$ cat config.mk
export PLATFORM = sky130hd
export DESIGN_NAME = multiway_sorted_union
export DESIGN_NICKNAME = d
export VERILOG_FILES = /design/src/sv/msu_pkg.sv /design/src/sv/msu_ram.sv /design/src/sv/multiway_sorted_union.sv
export SDC_FILE = /design/constraint.sdc
export NUM_CORES = 2
export LEC_CHECK = 0
export BUFFER_PORTS_ARGS = -buffer_cell sky130_fd_sc_hd__buf_2
export CORE_MARGIN = 2
export CORE_UTILIZATION = 40
export CTS_CLUSTER_DIAMETER = 200
export DETAILED_ROUTE_END_ITERATION = 7
export PLACE_DENSITY_LB_ADDON = 0.15
export SLEW_MARGIN = 20
export SYNTH_ARGS = -nofsm -noshare
export SYNTH_HDL_FRONTEND = slang
export SYNTH_SLANG_ARGS = --single-unit
$ cat constraint.sdc
create_clock -name clk -period 4.3 [get_ports clk]
set_input_delay 0.215 -clock clk [delete_from_list [all_inputs] [get_ports clk]]
set_output_delay 0.215 -clock clk [all_outputs]
set_load 0.02 [all_outputs]
$ cat src/sv/msu_pkg.sv
// ----------------------------------------------------------------------------
// msu_pkg
// Request and response types and opcodes shared by the sorted-union block.
// ----------------------------------------------------------------------------
package msu_pkg;

	// Request opcodes.
	localparam logic OP_APPEND = 1'b0;
	localparam logic OP_MERGE  = 1'b1;

	// One request: append doc_id to a list, or merge and clear all lists.
	typedef struct packed {
		logic        opcode;
		logic [2:0]  list_index;
		logic [31:0] doc_id;
	} req_t;

	// One result of a merge run.
	typedef struct packed {
		logic [31:0] doc_id_out;
		logic        is_last;
		logic        is_empty;
		logic        dropped;
	} rsp_t;

endpackage

$ cat src/sv/msu_ram.sv
// ----------------------------------------------------------------------------
// msu_ram
// Simple dual-port synchronous RAM: one write port, one read port with
// registered read data.
// ----------------------------------------------------------------------------
module msu_ram #(
	parameter int DEPTH = 64,
	parameter int WIDTH = 32
) (
	input  logic                                      clk,
	input  logic                                      we,
	input  logic [(DEPTH > 1 ? $clog2(DEPTH) : 1)-1:0] waddr,
	input  logic [WIDTH-1:0]                          wdata,
	input  logic [(DEPTH > 1 ? $clog2(DEPTH) : 1)-1:0] raddr,
	output logic [WIDTH-1:0]                          rdata
);

	logic [WIDTH-1:0] mem [DEPTH];

	always_ff @(posedge clk) begin
		if (we) begin
			mem[waddr] <= wdata;
		end
	end

	// A read of the address being written returns the old contents.
	always_ff @(posedge clk) begin
		rdata <= mem[raddr];
	end

endmodule

$ cat src/sv/multiway_sorted_union.sv
// An append is written to the list store in the cycle after its acceptance.
// Throughput: appends are taken one per cycle, back to back, while no merge runs.
// A merge holds the request side for its whole run: a pass visits each list in
// turn, reads its table entry and its head, and walks its entries; there is one
// pass per distinct id plus one, then the final result. A stalled output lengthens it.
// Reset clears all lists at once through per-list valid bits; no clearing pass.
// ----------------------------------------------------------------------------
// multiway_sorted_union
// Keeps NUM_LISTS ascending lists of document ids in a shared entry store and,
// on a merge request, emits the duplicate-free union in ascending order.
// ----------------------------------------------------------------------------
module multiway_sorted_union #(
	parameter int NUM_LISTS  = 8,
	parameter int LIST_DEPTH = 8
) (
	input  logic          clk,
	input  logic          arst_n,
	input  logic          req_valid,
	output logic          req_stall,
	input  msu_pkg::req_t req,
	output logic          rsp_valid,
	input  logic          rsp_stall,
	output msu_pkg::rsp_t rsp
);

	// Widths: list index, fill/cursor count and entry store address.
	localparam int LW    = $clog2(NUM_LISTS);
	localparam int CW    = $clog2(LIST_DEPTH + 1);
	localparam int ENTRIES = NUM_LISTS * LIST_DEPTH;
	localparam int EW    = $clog2(ENTRIES);

	localparam logic [CW-1:0] DEPTH_C   = CW'(LIST_DEPTH);
	localparam logic [EW-1:0] STEP_C    = EW'(LIST_DEPTH);
	localparam logic [LW-1:0] LAST_LIST = LW'(NUM_LISTS - 1);

	// Per-list bookkeeping held in the list table: how many ids the list holds
	// and, during a merge, how far the merge has read into it.
	typedef struct packed {
		logic [CW-1:0] fill;
		logic [CW-1:0] cursor;
	} meta_t;

	localparam int MW = $bits(meta_t);

	typedef enum logic [2:0] {
		S_IDLE,
		S_META,
		S_HEAD,
		S_WALK,
		S_PASS,
		S_FINAL
	} state_t;

	// ------------------------------------------------------------------------
	// Declarations
	// ------------------------------------------------------------------------
	state_t         state_q;

	// Append pipeline stage and the forwarding copy of the last table write.
	logic           app_vld_s1;
	logic [LW-1:0]  idx_s1;
	logic [31:0]    id_s1;
	logic           fwd_vld_q;
	logic [LW-1:0]  fwd_idx_q;
	logic [CW-1:0]  fwd_fill_q;
	logic           drop_seen_q;

	// A list whose valid bit is clear reads as empty with its cursor at zero.
	logic [NUM_LISTS-1:0] meta_vld_q;

	// Merge datapath.
	logic [LW-1:0]  l_q;
	logic [EW-1:0]  base_q;
	logic [CW-1:0]  fill_q;
	logic [CW-1:0]  cur_q;
	logic           min_vld_q;
	logic [31:0]    min_q;
	logic           have_q;
	logic [31:0]    last_q;

	logic           rsp_vld_q;
	msu_pkg::rsp_t  rsp_q;

	// Memory ports.
	logic           meta_we;
	logic [LW-1:0]  meta_waddr;
	meta_t          meta_wdata;
	logic [LW-1:0]  meta_raddr;
	logic [MW-1:0]  meta_rbits;
	meta_t          meta_rd;

	logic           ent_we;
	logic [EW-1:0]  ent_waddr;
	logic [EW-1:0]  ent_raddr;
	logic [31:0]    ent_rd;

	// Combinational control.
	logic           req_go;
	logic           app_go;
	logic           merge_go;
	logic [LW-1:0]  idx_in;
	logic [CW-1:0]  fill_cur;
	logic           app_full;
	logic           app_we;
	logic [CW-1:0]  head_fill;
	logic [CW-1:0]  head_cur;
	logic           walk_skip;
	logic [CW-1:0]  walk_cur;
	logic           walk_more;
	logic           m_we;
	logic [CW-1:0]  m_cur;
	logic           last_list;
	logic           out_free;
	logic           fin_go;
	logic           rsp_load;

	// ------------------------------------------------------------------------
	// Request side
	// ------------------------------------------------------------------------
	// Requests are taken only while no merge is running. An append to a list
	// index beyond the configured number of lists is accepted and discarded.
	assign req_stall = (state_q != S_IDLE);
	assign req_go    = req_valid && !req_stall;
	assign merge_go  = req_go && (req.opcode == msu_pkg::OP_MERGE);
	assign app_go    = req_go && (req.opcode == msu_pkg::OP_APPEND)
	                   && (32'(req.list_index) < NUM_LISTS);
	assign idx_in    = LW'(req.list_index);

	// ------------------------------------------------------------------------
	// Storage
	// ------------------------------------------------------------------------
	// The list table is read every cycle: at the list being visited in S_META,
	// and otherwise at the incoming request's list, so that the fill count is
	// ready when the append reaches stage 1.
	assign meta_raddr = (state_q == S_META) ? l_q : idx_in;
	assign meta_rd    = meta_rbits;

	msu_ram #(
		.DEPTH (NUM_LISTS),
		.WIDTH (MW)
	) u_meta_ram (
		.clk   (clk),
		.we    (meta_we),
		.waddr (meta_waddr),
		.wdata (meta_wdata),
		.raddr (meta_raddr),
		.rdata (meta_rbits)
	);

	msu_ram #(
		.DEPTH (ENTRIES),
		.WIDTH (32)
	) u_entry_ram (
		.clk   (clk),
		.we    (ent_we),
		.waddr (ent_waddr),
		.wdata (id_s1),
		.raddr (ent_raddr),
		.rdata (ent_rd)
	);

	// ------------------------------------------------------------------------
	// Append path
	// ------------------------------------------------------------------------
	// The fill count read for stage 1 was captured at the same edge as the
	// previous append's table write, so a back-to-back append to the same list
	// takes the count from the forwarding register instead.
	always_comb begin
		if (fwd_vld_q && (fwd_idx_q == idx_s1)) begin
			fill_cur = fwd_fill_q;
		end else if (meta_vld_q[idx_s1]) begin
			fill_cur = meta_rd.fill;
		end else begin
			fill_cur = '0;
		end
	end

	// A full list drops the id and raises the sticky flag reported by the merge.
	assign app_full  = (fill_cur >= DEPTH_C);
	assign app_we    = app_vld_s1 && !app_full;
	assign ent_we    = app_we;
	assign ent_waddr = EW'(idx_s1 * LIST_DEPTH) + EW'(fill_cur);

	always_ff @(posedge clk or negedge arst_n) begin
		if (!arst_n) begin
			app_vld_s1  <= 1'b0;
			fwd_vld_q   <= 1'b0;
			drop_seen_q <= 1'b0;
		end else begin
			app_vld_s1 <= app_go;
			fwd_vld_q  <= app_we;
			if (fin_go) begin
				drop_seen_q <= 1'b0;
			end else if (app_vld_s1 && app_full) begin
				drop_seen_q <= 1'b1;
			end
		end
	end

	always_ff @(posedge clk) begin
		idx_s1     <= idx_in;
		id_s1      <= req.doc_id;
		fwd_idx_q  <= idx_s1;
		fwd_fill_q <= fill_cur + 1'b1;
	end

	// The end of a merge empties every list at once by dropping its valid bit.
	always_ff @(posedge clk or negedge arst_n) begin
		if (!arst_n) begin
			meta_vld_q <= '0;
		end else if (fin_go) begin
			meta_vld_q <= '0;
		end else if (app_we) begin
			meta_vld_q[idx_s1] <= 1'b1;
		end
	end

	// ------------------------------------------------------------------------
	// Merge datapath
	// ------------------------------------------------------------------------
	// Each pass visits every list in turn. It first skips the entries equal to
	// the id chosen by the previous pass, then offers the list's new head to a
	// running minimum. The minimum of a pass is the next id of the union.
	assign head_fill = meta_vld_q[l_q] ? meta_rd.fill : '0;
	assign head_cur  = meta_vld_q[l_q] ? meta_rd.cursor : '0;
	assign walk_skip = have_q && (ent_rd == last_q);
	assign walk_cur  = cur_q + 1'b1;
	assign walk_more = walk_skip && (walk_cur < fill_q);
	assign last_list = (l_q == LAST_LIST);

	// The walk reads ahead one entry per cycle; the address follows the cursor.
	assign ent_raddr = base_q + EW'((state_q == S_WALK) ? walk_cur : head_cur);

	// When the walk over a list ends, its cursor goes back to the table.
	assign m_we  = (state_q == S_WALK) && !walk_more;
	assign m_cur = walk_skip ? walk_cur : cur_q;

	always_comb begin
		meta_we    = app_we || m_we;
		meta_waddr = m_we ? l_q : idx_s1;
		if (m_we) begin
			meta_wdata.fill   = fill_q;
			meta_wdata.cursor = m_cur;
		end else begin
			meta_wdata.fill   = fill_cur + 1'b1;
			meta_wdata.cursor = '0;
		end
	end

	// The output register may be reloaded when empty or when it is being taken.
	assign out_free = !rsp_vld_q || !rsp_stall;
	assign fin_go   = (state_q == S_FINAL) && out_free;

	// A result is loaded when a pass finds a new id while one is held, or when
	// the run closes.
	assign rsp_load = fin_go || ((state_q == S_PASS) && min_vld_q && have_q
	                  && (min_q != last_q) && out_free);

	// ------------------------------------------------------------------------
	// Merge sequencer and output register
	// ------------------------------------------------------------------------
	// A found id is held in last_q until the next distinct id turns up, since
	// only then is it known not to be the final result of the run.
	always_ff @(posedge clk or negedge arst_n) begin
		if (!arst_n) begin
			state_q   <= S_IDLE;
			l_q       <= '0;
			base_q    <= '0;
			fill_q    <= '0;
			cur_q     <= '0;
			min_vld_q <= 1'b0;
			min_q     <= '0;
			have_q    <= 1'b0;
			last_q    <= '0;
			rsp_vld_q <= 1'b0;
			rsp_q     <= '0;
		end else begin
			if (rsp_vld_q && !rsp_stall && !rsp_load) begin
				rsp_vld_q <= 1'b0;
			end
			case (state_q)
				S_IDLE: begin
					if (merge_go) begin
						l_q       <= '0;
						base_q    <= '0;
						min_vld_q <= 1'b0;
						have_q    <= 1'b0;
						state_q   <= S_META;
					end
				end
				S_META: begin
					state_q <= S_HEAD;
				end
				S_HEAD: begin
					fill_q <= head_fill;
					cur_q  <= head_cur;
					if (head_cur < head_fill) begin
						state_q <= S_WALK;
					end else if (last_list) begin
						state_q <= S_PASS;
					end else begin
						l_q     <= l_q + 1'b1;
						base_q  <= base_q + STEP_C;
						state_q <= S_META;
					end
				end
				S_WALK: begin
					if (walk_more) begin
						cur_q <= walk_cur;
					end else begin
						if (!walk_skip && (!min_vld_q || (ent_rd < min_q))) begin
							min_q     <= ent_rd;
							min_vld_q <= 1'b1;
						end
						if (last_list) begin
							state_q <= S_PASS;
						end else begin
							l_q     <= l_q + 1'b1;
							base_q  <= base_q + STEP_C;
							state_q <= S_META;
						end
					end
				end
				S_PASS: begin
					if (!min_vld_q) begin
						state_q <= S_FINAL;
					end else if (!have_q || (min_q == last_q)) begin
						have_q    <= 1'b1;
						last_q    <= min_q;
						l_q       <= '0;
						base_q    <= '0;
						min_vld_q <= 1'b0;
						state_q   <= S_META;
					end else if (out_free) begin
						rsp_q.doc_id_out <= last_q;
						rsp_q.is_last    <= 1'b0;
						rsp_q.is_empty   <= 1'b0;
						rsp_q.dropped    <= drop_seen_q;
						rsp_vld_q        <= 1'b1;
						last_q           <= min_q;
						l_q              <= '0;
						base_q           <= '0;
						min_vld_q        <= 1'b0;
						state_q          <= S_META;
					end
				end
				S_FINAL: begin
					// With nothing found at all, a single empty result closes the run.
					if (out_free) begin
						rsp_q.doc_id_out <= have_q ? last_q : '0;
						rsp_q.is_last    <= 1'b1;
						rsp_q.is_empty   <= !have_q;
						rsp_q.dropped    <= drop_seen_q;
						rsp_vld_q        <= 1'b1;
						have_q           <= 1'b0;
						state_q          <= S_IDLE;
					end
				end
				default: begin
					state_q <= S_IDLE;
				end
			endcase
		end
	end

	assign rsp_valid = rsp_vld_q;
	assign rsp       = rsp_q;

endmodule

Word-level counts from Yosys, hierarchy flattened

Memories as Yosys holds them, arrays and structs flattened. A register that Yosys moved wholly into a read port is not among the register bits.
Cells that the tools add are included.

Muxes and demuxes: 73
Reduce and logical (&&, ||, !) cells: 50
Add/sub/neg operators: 6
$lt $le $gt $ge: 7
Eq/ne operators: 22
Bitwise gates (word level): 3

Operator list:

| kind                  | count |
|---|---|
| $mux W35              | 4 |
| $mux W32              | 3 |
| $pmux W35 S2          | 1 |
| $eq A32 B32 Y1        | 2 |
| $mux W3               | 16 |
| $mux W6               | 7 |
| $lt A32 B32 Y1        | 1 |
| $ne A32 B32 Y1        | 1 |
| $mux W4               | 7 |
| $mux W8               | 3 |
| $pmux W6 S4           | 1 |
| $mux W1               | 22 |
| $logic_and A1 B1 Y1   | 18 |
| $pmux W3 S6           | 1 |
| $ne A2 B2 Y1 const B  | 8 |
| $add A6 B4 Y6         | 2 |
| $pmux W3 S4           | 1 |
| $reduce_and A5 Y1     | 2 |
| $reduce_bool A2 Y1    | 5 |
| $eq A3 B3 Y1 const B  | 3 |
| $logic_not A1 Y1      | 9 |
| $reduce_bool A3 Y1    | 3 |
| $add A4 B1 Y4 const B | 2 |
| $lt A3 B4 Y1 const B  | 2 |
| other kinds (25)      | 37 |

Memories kept: 2
Flip-flop bits (word level): 175
Output and inout port bits: 37
Word-level logic and storage cells: 185
Bits of input ports: 40
Bits in writable memories: 2,112

Memories:

| memory          | depth | bits a word | rd ports | clocked after Yosys merged registers in | write ports | RTL line      | text |
|---|---|---|---|---|---|---|---|
| u_entry_ram.mem | 64    | 32          | 1        | 1                                       | 1           | msu_ram.sv:18 | `logic [WIDTH-1:0] mem [DEPTH];` |
| u_meta_ram.mem  | 8     | 8           | 1        | 1                                       | 1           | msu_ram.sv:18 |  |

Depth between registers and ports, before layout

Depth after elaboration: 13
Gate-level depth with buffers: 17
Gate-level depth less buffers: 13

By module

Synthesis repeated with hierarchy kept, for this count alone.

Cell total of the unflattened synthesis: 4,216
Area total of the unflattened synthesis: 89,709.8 sq um

Modules (own cells, without submodules):

| module                | seq. area each (sq um) | instances | cells an instance | area each (sq um) |
|---|---|---|---|---|
| msu_ram (u_entry_ram) | 62,139.6               | 1         | 3,324             | 78,515.3 |
| multiway_sorted_union | 4,093.9                | 1         | 778               | 8,503.2 |
| msu_ram (u_meta_ram)  | 2,082.0                | 1         | 114               | 2,691.3 |

Worst setup path before layout

No wires, ideal clock.

Path kind: flip-flop to flip-flop
From: register idx_s1[0]
To: memory u_entry_ram.mem[56][0] (enable)
Arrival time: 3.973 ns
Buffers on the path: 1
Setup time: 0.421 ns
Setup slack: -0.094 ns
Period minus slack after synthesis: 4.394 ns
Stages on the path, launching flop included: 11
Cells stage by stage: dfxtp_1 clkbuf_1 nand2_1 mux4_2 a21oi_1 a22o_1 ha_1 ha_1 xor2_1 nand4_1 nor2_1

Longest elaborated chain between the ends: 9

RTL lines:

| what                          | RTL line                     | text |
|---|---|---|
| from (decl)                   | multiway_sorted_union.sv:61  | `logic [LW-1:0] idx_s1;` |
| from (signal assigned)        | multiway_sorted_union.sv:201 | `idx_s1 <= idx_in;` |
| $bmux W1 S3                   | multiway_sorted_union.sv:171 | `end else if (meta_vld_q[idx_s1]) begin` |
| $mux W1 (not written as such) | multiway_sorted_union.sv:171 |  |
| $mux W4                       | multiway_sorted_union.sv:171 |  |
| $mux W4                       | multiway_sorted_union.sv:169 | `if (fwd_vld_q && (fwd_idx_q == idx_s1)) begin` |
| $ge A4 B4 Y1                  | multiway_sorted_union.sv:179 | `assign app_full = (fill_cur >= DEPTH_C);` |
| $logic_not A1 Y1              | multiway_sorted_union.sv:180 | `assign app_we = app_vld_s1 && !app_full;` |
| $logic_and A1 B1 Y1           | multiway_sorted_union.sv:180 |  |
| $mux W1                       | msu_ram.sv:21                | `if (we) begin` |
| $mux W1 (not written as such) | msu_ram.sv:22                | `mem[waddr] <= wdata;` |
| to (decl)                     | msu_ram.sv:18                |  |

Parallel ways exist; a longest one is shown, timed or not. The select of a mux whose other input is x is not followed.

Worst setup path after layout

From: register l_q[0]
To: register u_entry_ram.rdata[17] (read register of u_entry_ram.mem)

Longest elaborated chain between the ends: 5

RTL lines:

| what                          | RTL line                     | text |
|---|---|---|
| from (decl)                   | multiway_sorted_union.sv:72  | `logic [LW-1:0] l_q;` |
| from (signal assigned)        | multiway_sorted_union.sv:302 | `l_q <= l_q + 1'b1;` |
| from (signal assigned)        | multiway_sorted_union.sv:318 | `l_q <= l_q + 1'b1;` |
| $bmux W1 S3                   | multiway_sorted_union.sv:225 | `assign head_cur = meta_vld_q[l_q] ? meta_rd.cursor : '0;` |
| $mux W1 (not written as such) | multiway_sorted_union.sv:225 |  |
| $mux W4                       | multiway_sorted_union.sv:225 |  |
| $mux W4                       | multiway_sorted_union.sv:232 | `assign ent_raddr = base_q + EW'((state_q == S_WALK) ? walk_cur : head_cur);` |
| $add A6 B4 Y6                 | multiway_sorted_union.sv:232 |  |
| to (decl)                     | msu_ram.sv:15                | `output logic [WIDTH-1:0] rdata` |

No other way between the ends. The select of a mux whose other input is x is not followed.
A chain may end at the register's enable or synchronous reset.

==> qor.yml <==
cts:
  cts.path.max_buffers: 3
  numCtsBuffers: 240
  root_buffer: "clkbuf_16"
  insertion_delay_ns: 0.89
  cts_sinks: 2324
  cts_tree: "built"
  cts.htree.levels: 4
  clkSlewWorstSetupHoldPaths_ns: 0.06
detailed_routing:
  drt-pass1-iter-count: 5
  wl_mm: 277
  drt_first_iter_violations: 5792
  postRouteAntennaNets: 0
  routed_via_density: 5.65
  vias: 53358
  wl_per_cell_um: 29.3
  drc: 0
grt:
  grt_start_max_net_pins: 101
  grt_pass1_vias: 51606
  track_usage_pct: 23.8
  gr-total-overflow: 0
  antenna_found_initial: 13
  grt_pass1_wl_mm: 391
floorplanning:
  start_util_pct: 40.2
  dieWidth_um: 479
  rows: 174
  ioPinCount: 77
  core_area_um2: 225000
  die_h_um: 479
  die-area_um2: 230000
pwr:
  p_per_area_nw_per_um2: 697
  vdd.ir_drop.worst_v: 0.000436
  p_total_mw: 75.0
  p_leak_nw: 38.0
logic_synthesis:
  avgSynthCellArea_um2: 15.9
  synth_nets: 5748
  yosysWarnings: 0
  async_flop_share_pct: 5.59
  synth_top_cell_by_area: "edfxtp_1"
  yosys.area.top_type_share_pct: 70.2
  synth_edf_count: 2112
  seq_area_frac_synth_pct: 75.7
  syn_area_um2: 90300
  synth_ff_type: "edfxtp_1"
  synth_cell_types: 67
  synthCells: 5663
  synth.area.top_cells: "edfxtp_1, mux2i_1, dfrtp_1, nand2_1, o22ai_1"
  synth-seq-cells: 2324
finish:
  fill_cells: 19209
  area_growth_pct: 19.2
  multiInputGateArea_um2: 21000
  post-route-cell-area_um2: 108000
  area.sequential_um2: 68400
  final_cell_mix: "edfxtp_1, mux2i_1, nand2_1"
  final_common_cell: "edfxtp_1"
  nNetsFinal: 6322
  drive_above_1_share_pct: 17.3
timing:
  hold_viol: 0
  setup_violations: 0
  whs_ns: 0.0296
  finalCritPeriodShare_pct: 96.9
  max_slew_margin_pct: 27.9
  fin_ws_ns: 0.135
  rsz0062_at_grt: "false"
  fmax_mhz: 240
  fin_crit_ns: 4.17
  skew_ns: 0.0446
  worst_pin_slew_ns: 1.08
  slew_viol_final: 0
setup_path:
  rrSetupSlack_ns: 0.13
  start_kind: "flop"
  worstPathRequired_ns: 5.12
  rr_worst_depth: 12
  worstReg2RegEnd: "u_entry_ram.rdata[17]$_DFF_P_"
  cp_max_fo: 11
  r2r-start: "l_q[0]$_DFFE_PN0P_"
  path_class: "reg -> reg"
  crit_path_end_kind: "flop"
  arrival_ns: 4.98
place:
  hpwl_mm: 172
  io_buffers: 76
  place_congestion: 0.876
  dpl-instance-area_um2: 98900
  pre_cts_slack_ns: -0.119
flow_run:
  maxCapViolations: 0
min_path:
  min_path_type: "in -> async"
status:
  outcome: "completed"
-- cell type report --
class	count	share of cell area, %
repair buffers	636	5.89
multi-input cells	2948	19.5
clock inverters	118	1.14
diodes	4	0.00930
inverters	87	0.303
clock buffers	334	6.16
flip-flops and latches	2324	63.5
well taps	2992	3.48
-- critical path: stages (launching register included) --
cell and delay [ns]:
dfrtp_2 0.48, mux2i_1 0.15, a222oi_1 0.46, and3_1 0.27
mux2_4 0.24, ha_2 0.35, buf_4 0.22, or3_2 0.70
buf_4 0.25, o22ai_1 0.20, o21ai_0 0.22, and4_2 0.43
nand3_1 0.10
-- cells in the mapped netlist, types with 4 or more instances --
library cell	count
edfxtp_1	2112
mux2i_1	800
nand2_1	634
o22ai_1	368
a21oi_1	220
o21ai_0	181
dfrtp_1	130
buf_2	125
clkbuf_1	124
nor2_1	108
inv_1	86
nor4_1	86
dfxtp_1	82
nand3_1	67
xor2_1	66
nand4_1	53
mux2_2	49
ha_1	45
buf_1	39
and4_1	25
nor3_1	20
a32oi_1	18
a31oi_1	17
mux4_2	17
buf_4	14
or3_1	14
nor2b_1	13
a211oi_1	11
and3_1	11
xnor2_1	11
o211ai_1	10
nand2b_1	9
a21o_1	8
o2111ai_1	7
or4_1	7
a32o_1	6
nand3b_1	6
a22oi_1	5
o41ai_1	5
a22o_1	4
and2_1	4
o21a_1	4
-- routing by layer --
| layer | vias to the layer above | part of all wire [%] | global-route usage [%] |
|---|---|---|---|
| met5 | - | 0.0098 | 0 |
| met4 | 4 | 2.2 | 5.57 |
| met3 | 383 | 7.3 | 4.19 |
| met2 | 2075 | 47 | 38.0 |
| met1 | 27765 | 43 | 33.9 |
| li1 | 23131 | - | - |
-- registers in the layout, indices dropped and copies added, names as in the netlist, 4 cells and up --
signal,flops
u_entry_ram.mem,2048
u_meta_ram.mem,64
rsp,35
id_s1,32
last_q,32
min_q,32
u_entry_ram.rdata,32
meta_vld_q,8
u_meta_ram.rdata,8
cur_q,4
fill_q,4
fwd_fill_q,4
-- where the power goes --
part	switching (mW)	internal, mW
registers	1.03	25.5
clock network	8.74	12.1
logic	17.0	10.7
total	26.8	48.2
-- kinds of logic after synthesis --
| group | Yosys count | synth area share, % |
|---|---|---|
| buf+inv | 391 | 1.87 |
| flops | 2324 | 75.7 |
| compound gates | 891 | 5.86 |
| xor+xnor | 77 | 0.747 |
| fa+ha+maj | 45 | 0.624 |
| mux | 866 | 9.90 |
| simple gates | 1069 | 5.33 |
-- what timing repair did --
action,in CTS,in global routing
setup endpoints to repair,8,16
gates resized for setup,6,12
setup buffers,3,10
hold buffers,75,0
hold endpoints to repair,150,0
pin swaps,1,3
-- how the worst max path moves through the flow --
| stage | from | endpoint | slack, ns | cells past startpoint |
|---|---|---|---|---|
| 6_report | l_q[0]$_DFFE_PN0P_ | u_entry_ram.rdata[17]$_DFF_P_ | 0.13 | 12 |
| 5_1_grt | l_q[0]$_DFFE_PN0P_ | u_entry_ram.rdata[5]$_DFF_P_ | 0.02 | 16 |
| 4_1_cts | l_q[0]$_DFFE_PN0P_ | u_entry_ram.rdata[21]$_DFF_P_ | 0.04 | 15 |
| 3_5_place_dp | l_q[0]$_DFFE_PN0P_ | u_entry_ram.rdata[26]$_DFF_P_ | -0.12 | 15 |
| 2_1_floorplan | idx_s1[0]$_DFF_P_ | u_entry_ram.mem[56][0]$_DFFE_PP_ | -0.09 | 10 |
| 3_3_place_gp | l_q[0]$_DFFE_PN0P_ | u_entry_ram.rdata[8]$_DFF_P_ | -0.1 | 14 |
-- per-stage QoR --
step / TNS, ns / utilization [%] / instances
3_3_place_gp: -0.301 / 44.0 / 8897
5_1_grt: 0 / 47.9 / 9439
2_1_floorplan: -74.36 / - / 5663
4_1_cts: 0 / 47.9 / 9429
6_report: 0 / 47.9 / 9443
3_5_place_dp: -0.332 / 44.0 / 8899
Note: power is estimated with default switching activity, not from simulation.
